--- src/rtl/core/crcfr_pkg.sv ---
// crcfr_pkg: shared types and constants of the CRC-8 frame receiver.
// Used by the CRC unit and the top-level sequencer; depends on nothing.
package crcfr_pkg;

  localparam logic [7:0] CRC_POLY = 8'h07;

  localparam logic [7:0]  START_BYTE_RST   = 8'd170;
  localparam logic [7:0]  EXP_CMD_RST      = 8'd0;
  localparam logic [5:0]  PAYLOAD_LIM_RST  = 6'd63;
  localparam logic [15:0] TIMEOUT_RST      = 16'd200;

  localparam logic [1:0] REG_START_BYTE  = 2'd0;
  localparam logic [1:0] REG_EXP_CMD     = 2'd1;
  localparam logic [1:0] REG_PAYLOAD_LIM = 2'd2;
  localparam logic [1:0] REG_TIMEOUT     = 2'd3;

  localparam logic [2:0] STAT_OK        = 3'd0;
  localparam logic [2:0] STAT_ZERO_LEN  = 3'd1;
  localparam logic [2:0] STAT_TOO_LONG  = 3'd2;
  localparam logic [2:0] STAT_CRC_BAD   = 3'd3;
  localparam logic [2:0] STAT_CMD_BAD   = 3'd4;
  localparam logic [2:0] STAT_OVER_LIM  = 3'd5;
  localparam logic [2:0] STAT_TIMEOUT   = 3'd6;

  typedef enum logic [1:0] {
    PH_HUNT = 2'd0,
    PH_LEN  = 2'd1,
    PH_BODY = 2'd2,
    PH_CRC  = 2'd3
  } phase_t;

  typedef enum logic [3:0] {
    S_IDLE = 4'b0001,
    S_CRC  = 4'b0010,
    S_RD   = 4'b0100,
    S_EMIT = 4'b1000
  } seq_state_t;

  typedef struct packed {
    logic       start;
    logic [7:0] seed;
  } crc_req_t;

  typedef struct packed {
    logic       busy;
    logic [7:0] crc;
  } crc_stat_t;

endpackage

--- src/rtl/core/crcfr_if.sv ---
// crcfr_if: valid/ready channels for received words and result words.
// Depends on nothing.
interface crcfr_in_if;
  logic       valid;
  logic       ready;
  logic       kind;
  logic [7:0] rx_byte;
  modport source (output valid, output kind, output rx_byte, input ready);
  modport sink   (input valid, input kind, input rx_byte, output ready);
endinterface

interface crcfr_out_if;
  logic       valid;
  logic       ready;
  logic [7:0] data_byte;
  logic       has_data;
  logic       last;
  logic [2:0] status;
  logic [5:0] payload_length;
  modport source (output valid, output data_byte, output has_data, output last,
                  output status, output payload_length, input ready);
  modport sink   (input valid, input data_byte, input has_data, input last,
                  input status, input payload_length, output ready);
endinterface

--- src/rtl/core/crc8_frame_receiver_unit.sv ---
// crc8_frame_receiver_unit: start/length/body/CRC-8 deframer, top level.
// Ticks and hunting bytes are taken while idle; length and body bytes each start
// the bit-serial CRC unit (8 shifts) and hold off further words until it is done.
// Payload words pass a registered body memory read each. Errors: a single word.
// Synchronous active-high reset: hunting, counters zero, registers at defaults;
// body memory is not cleared. Depends on crcfr_pkg, crcfr_if, crcfr_crc_unit,
// crcfr_body_buf.
module crc8_frame_receiver_unit #(
  parameter int BODY_BYTES = 64
) (
  input  logic        clk,
  input  logic        rst,
  input  logic        cfg_we,
  input  logic [1:0]  cfg_index,
  input  logic [15:0] cfg_data,
  crcfr_in_if.sink    in_ch,
  crcfr_out_if.source out_ch
);
  import crcfr_pkg::*;

  localparam int AW = (BODY_BYTES > 1) ? $clog2(BODY_BYTES) : 1;
  localparam int CW = $clog2(BODY_BYTES + 1);
  localparam int MW = (CW > 8) ? CW : 8;

  logic [7:0]  start_byte;
  logic [7:0]  expected_command;
  logic [5:0]  payload_limit;
  logic [15:0] timeout_ticks;

  seq_state_t  state;
  phase_t      phase;
  logic [7:0]  frame_length;
  logic [CW-1:0] byte_count;
  logic [15:0] tick_count;
  logic [7:0]  cmd;
  logic [5:0]  pl_q;
  logic [AW-1:0] rd_addr;

  logic        out_valid;
  logic [7:0]  out_data;
  logic        out_has;
  logic        out_last;
  logic [2:0]  out_status;
  logic [5:0]  out_plen;

  crc_req_t    crc_req;
  crc_stat_t   crc_stat;
  logic [7:0]  rd_data;

  logic          accept;
  logic          out_free;
  logic          emit_word;
  logic          st_emit;
  logic [2:0]    st_code;
  logic          good;
  logic          mem_we;
  logic [CW-1:0] cnt_inc;
  logic [7:0]    pl;
  logic          rd_last;

  assign out_free = !out_valid || out_ch.ready;
  assign in_ch.ready = (state == S_IDLE) && out_free;
  assign accept = in_ch.valid && in_ch.ready;
  assign cnt_inc = byte_count + 1'b1;
  assign pl = frame_length - 8'd1;
  assign rd_last = (8'(rd_addr) == {2'b00, pl_q});
  assign emit_word = ((state == S_IDLE) && st_emit) || ((state == S_EMIT) && out_free);

  always_comb begin
    st_emit = 1'b0;
    st_code = STAT_OK;
    good    = 1'b0;
    mem_we  = 1'b0;
    crc_req = '0;
    if (state == S_IDLE && accept) begin
      if (in_ch.kind) begin
        if (phase != PH_HUNT && tick_count >= timeout_ticks) begin
          st_emit = 1'b1;
          st_code = STAT_TIMEOUT;
        end
      end else begin
        unique case (phase)
          PH_HUNT: begin
          end
          PH_LEN: begin
            if (in_ch.rx_byte == 8'd0) begin
              st_emit = 1'b1;
              st_code = STAT_ZERO_LEN;
            end else if ({1'b0, in_ch.rx_byte} > 9'(BODY_BYTES)) begin
              st_emit = 1'b1;
              st_code = STAT_TOO_LONG;
            end else begin
              crc_req.start = 1'b1;
              crc_req.seed  = in_ch.rx_byte;
            end
          end
          PH_BODY: begin
            mem_we        = 1'b1;
            crc_req.start = 1'b1;
            crc_req.seed  = crc_stat.crc ^ in_ch.rx_byte;
          end
          PH_CRC: begin
            if (in_ch.rx_byte != crc_stat.crc) begin
              st_emit = 1'b1;
              st_code = STAT_CRC_BAD;
            end else if (cmd != expected_command) begin
              st_emit = 1'b1;
              st_code = STAT_CMD_BAD;
            end else if (pl > {2'b00, payload_limit}) begin
              st_emit = 1'b1;
              st_code = STAT_OVER_LIM;
            end else if (pl == 8'd0) begin
              // good frame, empty payload: one closing word
              st_emit = 1'b1;
              st_code = STAT_OK;
            end else begin
              good = 1'b1;
            end
          end
          default: begin
          end
        endcase
      end
    end
  end

  always_ff @(posedge clk) begin
    if (rst) begin
      start_byte       <= START_BYTE_RST;
      expected_command <= EXP_CMD_RST;
      payload_limit    <= PAYLOAD_LIM_RST;
      timeout_ticks    <= TIMEOUT_RST;
    end else if (cfg_we) begin
      unique case (cfg_index)
        REG_START_BYTE:  start_byte       <= cfg_data[7:0];
        REG_EXP_CMD:     expected_command <= cfg_data[7:0];
        REG_PAYLOAD_LIM: payload_limit    <= cfg_data[5:0];
        REG_TIMEOUT:     timeout_ticks    <= cfg_data;
        default: begin
        end
      endcase
    end
  end

  always_ff @(posedge clk) begin
    if (rst) begin
      state        <= S_IDLE;
      phase        <= PH_HUNT;
      frame_length <= 8'd0;
      byte_count   <= '0;
      tick_count   <= 16'd0;
      out_valid    <= 1'b0;
    end else begin
      if (emit_word) begin
        out_valid <= 1'b1;
      end else if (out_ch.ready) begin
        out_valid <= 1'b0;
      end
      unique case (state)
        S_IDLE: begin
          if (st_emit) begin
            out_data   <= 8'd0;
            out_has    <= 1'b0;
            out_last   <= 1'b1;
            out_status <= st_code;
            out_plen   <= 6'd0;
            phase      <= PH_HUNT;
          end else if (accept) begin
            if (in_ch.kind) begin
              if (phase != PH_HUNT) begin
                tick_count <= tick_count + 16'd1;
              end
            end else begin
              unique case (phase)
                PH_HUNT: begin
                  if (in_ch.rx_byte == start_byte) begin
                    phase      <= PH_LEN;
                    tick_count <= 16'd0;
                  end
                end
                PH_LEN: begin
                  frame_length <= in_ch.rx_byte;
                  byte_count   <= '0;
                  phase        <= PH_BODY;
                  state        <= S_CRC;
                end
                PH_BODY: begin
                  if (byte_count == '0) begin
                    cmd <= in_ch.rx_byte;
                  end
                  byte_count <= cnt_inc;
                  if (MW'(cnt_inc) >= MW'(frame_length)) begin
                    phase <= PH_CRC;
                  end
                  state <= S_CRC;
                end
                PH_CRC: begin
                  if (good) begin
                    pl_q    <= pl[5:0];
                    rd_addr <= AW'(1);
                    state   <= S_RD;
                    phase   <= PH_HUNT;
                  end
                end
                default: begin
                end
              endcase
            end
          end
        end
        S_CRC: begin
          if (!crc_stat.busy) begin
            state <= S_IDLE;
          end
        end
        S_RD: begin
          state <= S_EMIT;
        end
        S_EMIT: begin
          if (out_free) begin
            out_data   <= rd_data;
            out_has    <= 1'b1;
            out_last   <= rd_last;
            out_status <= STAT_OK;
            out_plen   <= pl_q;
            if (rd_last) begin
              state <= S_IDLE;
            end else begin
              rd_addr <= rd_addr + 1'b1;
              state   <= S_RD;
            end
          end
        end
        default: state <= S_IDLE;
      endcase
    end
  end

  crcfr_crc_unit u_crc (
    .clk  (clk),
    .rst  (rst),
    .req  (crc_req),
    .stat (crc_stat)
  );

  crcfr_body_buf #(
    .DEPTH (BODY_BYTES)
  ) u_body (
    .clk   (clk),
    .we    (mem_we),
    .waddr (byte_count[AW-1:0]),
    .wdata (in_ch.rx_byte),
    .raddr (rd_addr),
    .rdata (rd_data)
  );

  assign out_ch.valid          = out_valid;
  assign out_ch.data_byte      = out_data;
  assign out_ch.has_data       = out_has;
  assign out_ch.last           = out_last;
  assign out_ch.status         = out_status;
  assign out_ch.payload_length = out_plen;

endmodule

--- src/rtl/core/crcfr_crc_unit.sv ---
// crcfr_crc_unit: bit-serial CRC-8 (poly 0x07, MSB first), eight shifts a byte.
// Depends on crcfr_pkg.
module crcfr_crc_unit (
  input  logic                clk,
  input  logic                rst,
  input  crcfr_pkg::crc_req_t req,
  output crcfr_pkg::crc_stat_t stat
);
  import crcfr_pkg::*;

  logic [7:0] crc;
  logic [2:0] cnt;
  logic       busy;
  logic [7:0] crc_shift;

  assign crc_shift = crc[7] ? ({crc[6:0], 1'b0} ^ CRC_POLY) : {crc[6:0], 1'b0};

  always_ff @(posedge clk) begin
    if (rst) begin
      crc  <= 8'd0;
      cnt  <= 3'd0;
      busy <= 1'b0;
    end else if (req.start) begin
      crc  <= req.seed;
      cnt  <= 3'd0;
      busy <= 1'b1;
    end else if (busy) begin
      crc <= crc_shift;
      cnt <= cnt + 3'd1;
      if (cnt == 3'd7) begin
        busy <= 1'b0;
      end
    end
  end

  assign stat.busy = busy;
  assign stat.crc  = crc;

endmodule

--- src/rtl/core/crcfr_body_buf.sv ---
// crcfr_body_buf: frame body store, one write port, registered read port.
// No dependencies.
module crcfr_body_buf #(
  parameter int DEPTH = 64,
  localparam int AW = (DEPTH > 1) ? $clog2(DEPTH) : 1
) (
  input  logic          clk,
  input  logic          we,
  input  logic [AW-1:0] waddr,
  input  logic [7:0]    wdata,
  input  logic [AW-1:0] raddr,
  output logic [7:0]    rdata
);

  logic [7:0] mem [DEPTH];

  always_ff @(posedge clk) begin
    if (we) begin
      mem[waddr] <= wdata;
    end
    rdata <= mem[raddr];
  end

endmodule

--- src/flat_wrapper.sv ---
// flat-port wrapper written by rule: the top's interface ports become plain ports
module crc8_frame_receiver_unit_flat import crcfr_pkg::*;
#(
  parameter int BODY_BYTES = 64
)
  (clk, rst, cfg_we, cfg_index, cfg_data, in_ch_valid, in_ch_kind, in_ch_rx_byte, in_ch_ready, out_ch_valid, out_ch_data_byte, out_ch_has_data, out_ch_last, out_ch_status, out_ch_payload_length, out_ch_ready);
  crcfr_in_if in_ch_i ();
  crcfr_out_if out_ch_i ();
  input  logic clk;
  input  logic rst;
  input  logic cfg_we;
  input  logic [1:0] cfg_index;
  input  logic [15:0] cfg_data;
  input wire logic [$bits(in_ch_i.valid)-1:0] in_ch_valid;
  input wire logic [$bits(in_ch_i.kind)-1:0] in_ch_kind;
  input wire logic [$bits(in_ch_i.rx_byte)-1:0] in_ch_rx_byte;
  output wire logic [$bits(in_ch_i.ready)-1:0] in_ch_ready;
  output wire logic [$bits(out_ch_i.valid)-1:0] out_ch_valid;
  output wire logic [$bits(out_ch_i.data_byte)-1:0] out_ch_data_byte;
  output wire logic [$bits(out_ch_i.has_data)-1:0] out_ch_has_data;
  output wire logic [$bits(out_ch_i.last)-1:0] out_ch_last;
  output wire logic [$bits(out_ch_i.status)-1:0] out_ch_status;
  output wire logic [$bits(out_ch_i.payload_length)-1:0] out_ch_payload_length;
  input wire logic [$bits(out_ch_i.ready)-1:0] out_ch_ready;
  assign in_ch_i.valid = in_ch_valid;
  assign in_ch_i.kind = in_ch_kind;
  assign in_ch_i.rx_byte = in_ch_rx_byte;
  assign in_ch_ready = in_ch_i.ready;
  assign out_ch_valid = out_ch_i.valid;
  assign out_ch_data_byte = out_ch_i.data_byte;
  assign out_ch_has_data = out_ch_i.has_data;
  assign out_ch_last = out_ch_i.last;
  assign out_ch_status = out_ch_i.status;
  assign out_ch_payload_length = out_ch_i.payload_length;
  assign out_ch_i.ready = out_ch_ready;
  crc8_frame_receiver_unit #(.BODY_BYTES(BODY_BYTES)) u_core (.clk(clk), .rst(rst), .cfg_we(cfg_we), .cfg_index(cfg_index), .cfg_data(cfg_data), .in_ch(in_ch_i), .out_ch(out_ch_i));
endmodule
--- config.mk ---
export PLATFORM = sky130hd
export DESIGN_NAME = crc8_frame_receiver_unit_flat
export DESIGN_NICKNAME = d
export VERILOG_FILES = /design/src/rtl/core/crcfr_pkg.sv /design/src/rtl/core/crcfr_if.sv /design/src/rtl/core/crc8_frame_receiver_unit.sv /design/src/rtl/core/crcfr_crc_unit.sv /design/src/rtl/core/crcfr_body_buf.sv /design/src/flat_wrapper.sv
export SDC_FILE = /design/constraint.sdc
export NUM_CORES = 1
export LEC_CHECK = 0
export BUFFER_PORTS_ARGS = -buffer_cell sky130_fd_sc_hd__buf_2
export CAP_MARGIN = 15
export CORE_ASPECT_RATIO = 1.75
export CORE_UTILIZATION = 30
export CTS_CLUSTER_SIZE = 40
export DETAILED_ROUTE_END_ITERATION = 16
export HOLD_SLACK_MARGIN = 0.1
export PLACE_DENSITY_LB_ADDON = 0.05
export SLEW_MARGIN = 20
export SYNTH_ARGS = -nofsm -noshare
export SYNTH_HDL_FRONTEND = slang
export SYNTH_SLANG_ARGS = --single-unit
--- constraint.sdc ---
create_clock -name clk -period 9.3 [get_ports clk]
set_clock_uncertainty 0.2 [all_clocks]
set_input_delay 0.465 -clock clk [delete_from_list [all_inputs] [get_ports clk]]
set_output_delay 0.465 -clock clk [all_outputs]
set_load 0.02 [all_outputs]
==> impl_metrics.tcl <==
set metrics [dict create \
    hold_depth 3 \
    use_met1_pct 18.6 \
    required_ns 9.45 \
    min_period_over_period_pct 50.7 \
    rsz0062_at_grt "no" \
    endpoint_kind "flip-flop" \
    worst-path-max-fanout 16 \
    viasPerCell 4.92 \
    grt_max_degree 130 \
    grt.met3_usage_pct 1.84 \
    crit_chain "or2_0 > nor2_1 > xnor2_1 > inv_1 > ha_1 > nand4_1 > mux2i_1 > a31oi_1 > a221o_1 > o21ai_1 > nand3_1 > nor3_1 > buf_4" \
    grt_util_all_layers_pct 17.4 \
    netSwitchingFraction_pct 20.9 \
    arrival_ns 4.86 \
    vias 14200 \
    cp_top_family "compound AO/OA/AOI/OAI gates" \
    io_buffers 52 \
    syn-cell-area_sq_mm 0.0267 \
    cp.depth 13 \
    reg2regPathDepth 13 \
    ys_seq_area_share_pct 69.1 \
    place.gp.congestion 0.816 \
    htree_levels 2 \
    route.detailed.drc 0 \
    setup_tns_ns 0 \
    hold_viol 0 \
    wl_per_cell_um 26.5 \
    critical_path_class "reg2reg" \
    dieArea_sq_mm 0.0904 \
    fmax_mhz 212 \
    comb_power_share_pct 2.1 \
    maxSlewHeadroom_pct 32.0 \
    ir_drop_mv 0.159 \
    switchingPower_uw 1240 \
    yosys_register_bits 647 \
    synthCells 1576 \
    die-width_um 228 \
    cts.sinks 647 \
    ctsLongestPathBuffers 3 \
    clk_pin_slew_worst_paths_ns 0.07 \
    hpwl_mm 52.2 \
    grt_use_met2_pct 34.5 \
    start_util_pct 30.4 \
    tritoncts "built" \
    clockRootBuffer "clkbuf_16" \
    slowest_delay_ns 0.81 \
    grt-ovfl-total 0 \
    fin_crit_ns 4.71 \
    timing.rr.start "u_core.frame_length[0]" \
    synthFlopType "edfxtp_1" \
    yosys_warnings 0 \
    synth_fp_nets 1649 \
    crit_buf_inv 2 \
    seqPwrFrac_pct 53.1 \
    holdWs_ns 0.157 \
    grt_pass1_wl_mm 111 \
    area_growth_pct 14.8 \
    power.density_mw_per_mm2 193 \
    drtPass1Iterations 5 \
    syn_avg_cell_area_sq_um 17.0 \
    synth.distinct_cells 70 \
    clkLatencyLatePin_ns 0.64 \
    r2r-end "u_core.cmd[7]" \
    worst_hold_startpoint "out_ch_ready" \
    cts_inserted_buffers 60 \
    ant_nets 0 \
    power_leakage_uw 0.00961 \
    hold_path.class "in2reg" \
    antenna_found_initial 3 \
    die_h_um 397 \
    clkPwrFrac_pct 44.8 \
    io_pins 53 \
    fp.coreArea_sq_mm 0.0881 \
    worst-r2r-setup-slack_ns 4.59 \
    cap_violations 0 \
    status "completed" \
    holdPathEnd "u_core.out_ch.valid" \
    final_layout_size_suffix_gt1_share_pct 21.6 \
    routed_wl_mm 76.3 \
    drv_slew 0 \
    post_cts_buffers 0 \
    slowest_stage "o21ai_1" \
    p_int_uw 4690 \
    dp_slack_ns 4.40 \
    setup_viol 0 \
    finalNetCount 1729 \
    grt_pass1_vias 15300 \
    final_cell_mix "edfxtp_1, mux4_2, nor2_1" \
    async_flop_share_pct 0 \
    layout_setup_ws_ns 4.59 \
    setup.worst_path.start_class "flip-flop" \
    final_common_cell "edfxtp_1" \
    dr.first_iter.drc_count 873 \
    synth_edf_count 551 \
    busiest_layer "met2" \
    row_count 144 \
    worstMarginPinSlew_ns 1.01 \
]
[worst register-to-register path: stages (launching register included)]
cell	delay [ns]
dfxtp_1	0.48
or2_0	0.26
nor2_1	0.08
xnor2_1	0.34
inv_1	0.11
ha_1	0.30
nand4_1	0.08
mux2i_1	0.19
a31oi_1	0.09
a221o_1	0.39
o21ai_1	0.81
nand3_1	0.17
nor3_1	0.62
buf_4	0.29
[cell usage after synthesis (12+ instances only)]
| master | number | area [sq um] |
|---|---|---|
| a211oi_1 | 12 | 90.1 |
| a21oi_1 | 61 | 305 |
| and2_1 | 20 | 125 |
| buf_1 | 20 | 75.1 |
| clkbuf_1 | 61 | 229 |
| dfxtp_1 | 96 | 1920 |
| edfxtp_1 | 551 | 16500 |
| ha_1 | 41 | 513 |
| inv_1 | 43 | 161 |
| mux2i_1 | 26 | 260 |
| mux4_2 | 168 | 3780 |
| nand2_1 | 76 | 285 |
| nand3_1 | 29 | 145 |
| nand4_1 | 22 | 138 |
| nor2_1 | 119 | 447 |
| o211ai_1 | 12 | 90.1 |
| o21ai_0 | 33 | 165 |
| o31ai_1 | 14 | 105 |
| or4_1 | 13 | 97.6 |
| xnor2_1 | 20 | 175 |
| xor2_1 | 26 | 228 |
[metrics by stage]
stage               power (uW)  cells  utilization [%]  instance area (sq um)
finish                    5930   2874             34.8                  30700
detailed placement        3330   2741             32.2                  28400
CTS                       6000   2873             34.8                  30700
global placement          3330   2740             32.2                  28400
floorplan                 3250   1576                -                  26700
global route              6090   2873             34.8                  30700
[layer usage]
| metal | part of all wire, % | vias to the layer above |
|---|---|---|
| li1 | - | 6405 |
| met1 | 36 | 7375 |
| met2 | 58 | 278 |
| met3 | 2.6 | 93 |
| met4 | 3.0 | 0 |
| met5 | 0 | - |
[worst max path at each step]
stage / from / endpoint
after floorplan: u_core.frame_length[0] / u_core.rd_addr[0]
after global placement: in_ch_rx_byte[1] / u_core.cmd[4]
after detailed placement: in_ch_rx_byte[1] / u_core.cmd[4]
after CTS: u_core.frame_length[0] / u_core.cmd[7]
after global routing: u_core.frame_length[0] / u_core.cmd[3]
final: u_core.frame_length[0] / u_core.cmd[7]
[area by class of cell]
class | instances | area (sq um)
Tap cell | 1168 | 1460
Multi-Input combinational cell | 801 | 7810
Clock inverter | 46 | 536
Antenna cell | 1 | 2.50
Timing Repair Buffer | 101 | 706
Inverter | 45 | 169
Sequential cell | 647 | 18500
Fill cell | 8353 | 57400
Clock buffer | 65 | 1550
[power by group through the flow]
| stage | logic, uW | clock network (uW) | registers [uW] |
|---|---|---|---|
| 3_5_place_dp | 120 | 0 | 3210 |
| 3_3_place_gp | 118 | 0 | 3210 |
| 4_1_cts | 127 | 2730 | 3150 |
| 5_1_grt | 134 | 2810 | 3150 |
| 2_1_floorplan | 38.5 | 0 | 3210 |
| 6_report | 123 | 2650 | 3150 |
[flip-flops by register name, summed over array words and instances (netlist names), 7 cells and up]
| register | count |
|---|---|
| u_core.byte_count | 7 |
| u_core.start_byte | 8 |
| u_core.timeout_ticks | 16 |
| u_core.u_body.rdata | 8 |
| u_core.frame_length | 8 |
| u_core.out_ch.data_byte | 8 |
| u_core.expected_command | 8 |
| u_core.tick_count | 16 |
| u_core.cmd | 8 |
| u_core.u_body.mem | 512 |
| u_core.u_crc.crc | 8 |
[cell families (layout without fill, tap and decap cells)]
logic type | Yosys count | in the layout | share of synthesized area, %
AOI/OAI and AO/OA | 175 | 175 | 4.19
xor gates and xnor gates | 46 | 46 | 1.51
adders and majority gates | 41 | 41 | 1.92
buffers and inverters | 128 | 257 | 1.83
DFF | 647 | 647 | 69.1
muxes | 194 | 194 | 15.1
other | 0 | 1 | 0
and+or+nand+nor | 345 | 345 | 6.37
[timing repair]
item / in CTS / in global routing
hold endpoints to repair: 50 / 0
resized for setup: 0 / 0
hold buffers: 21 / 0
Power figures use the tool's default switching activity.
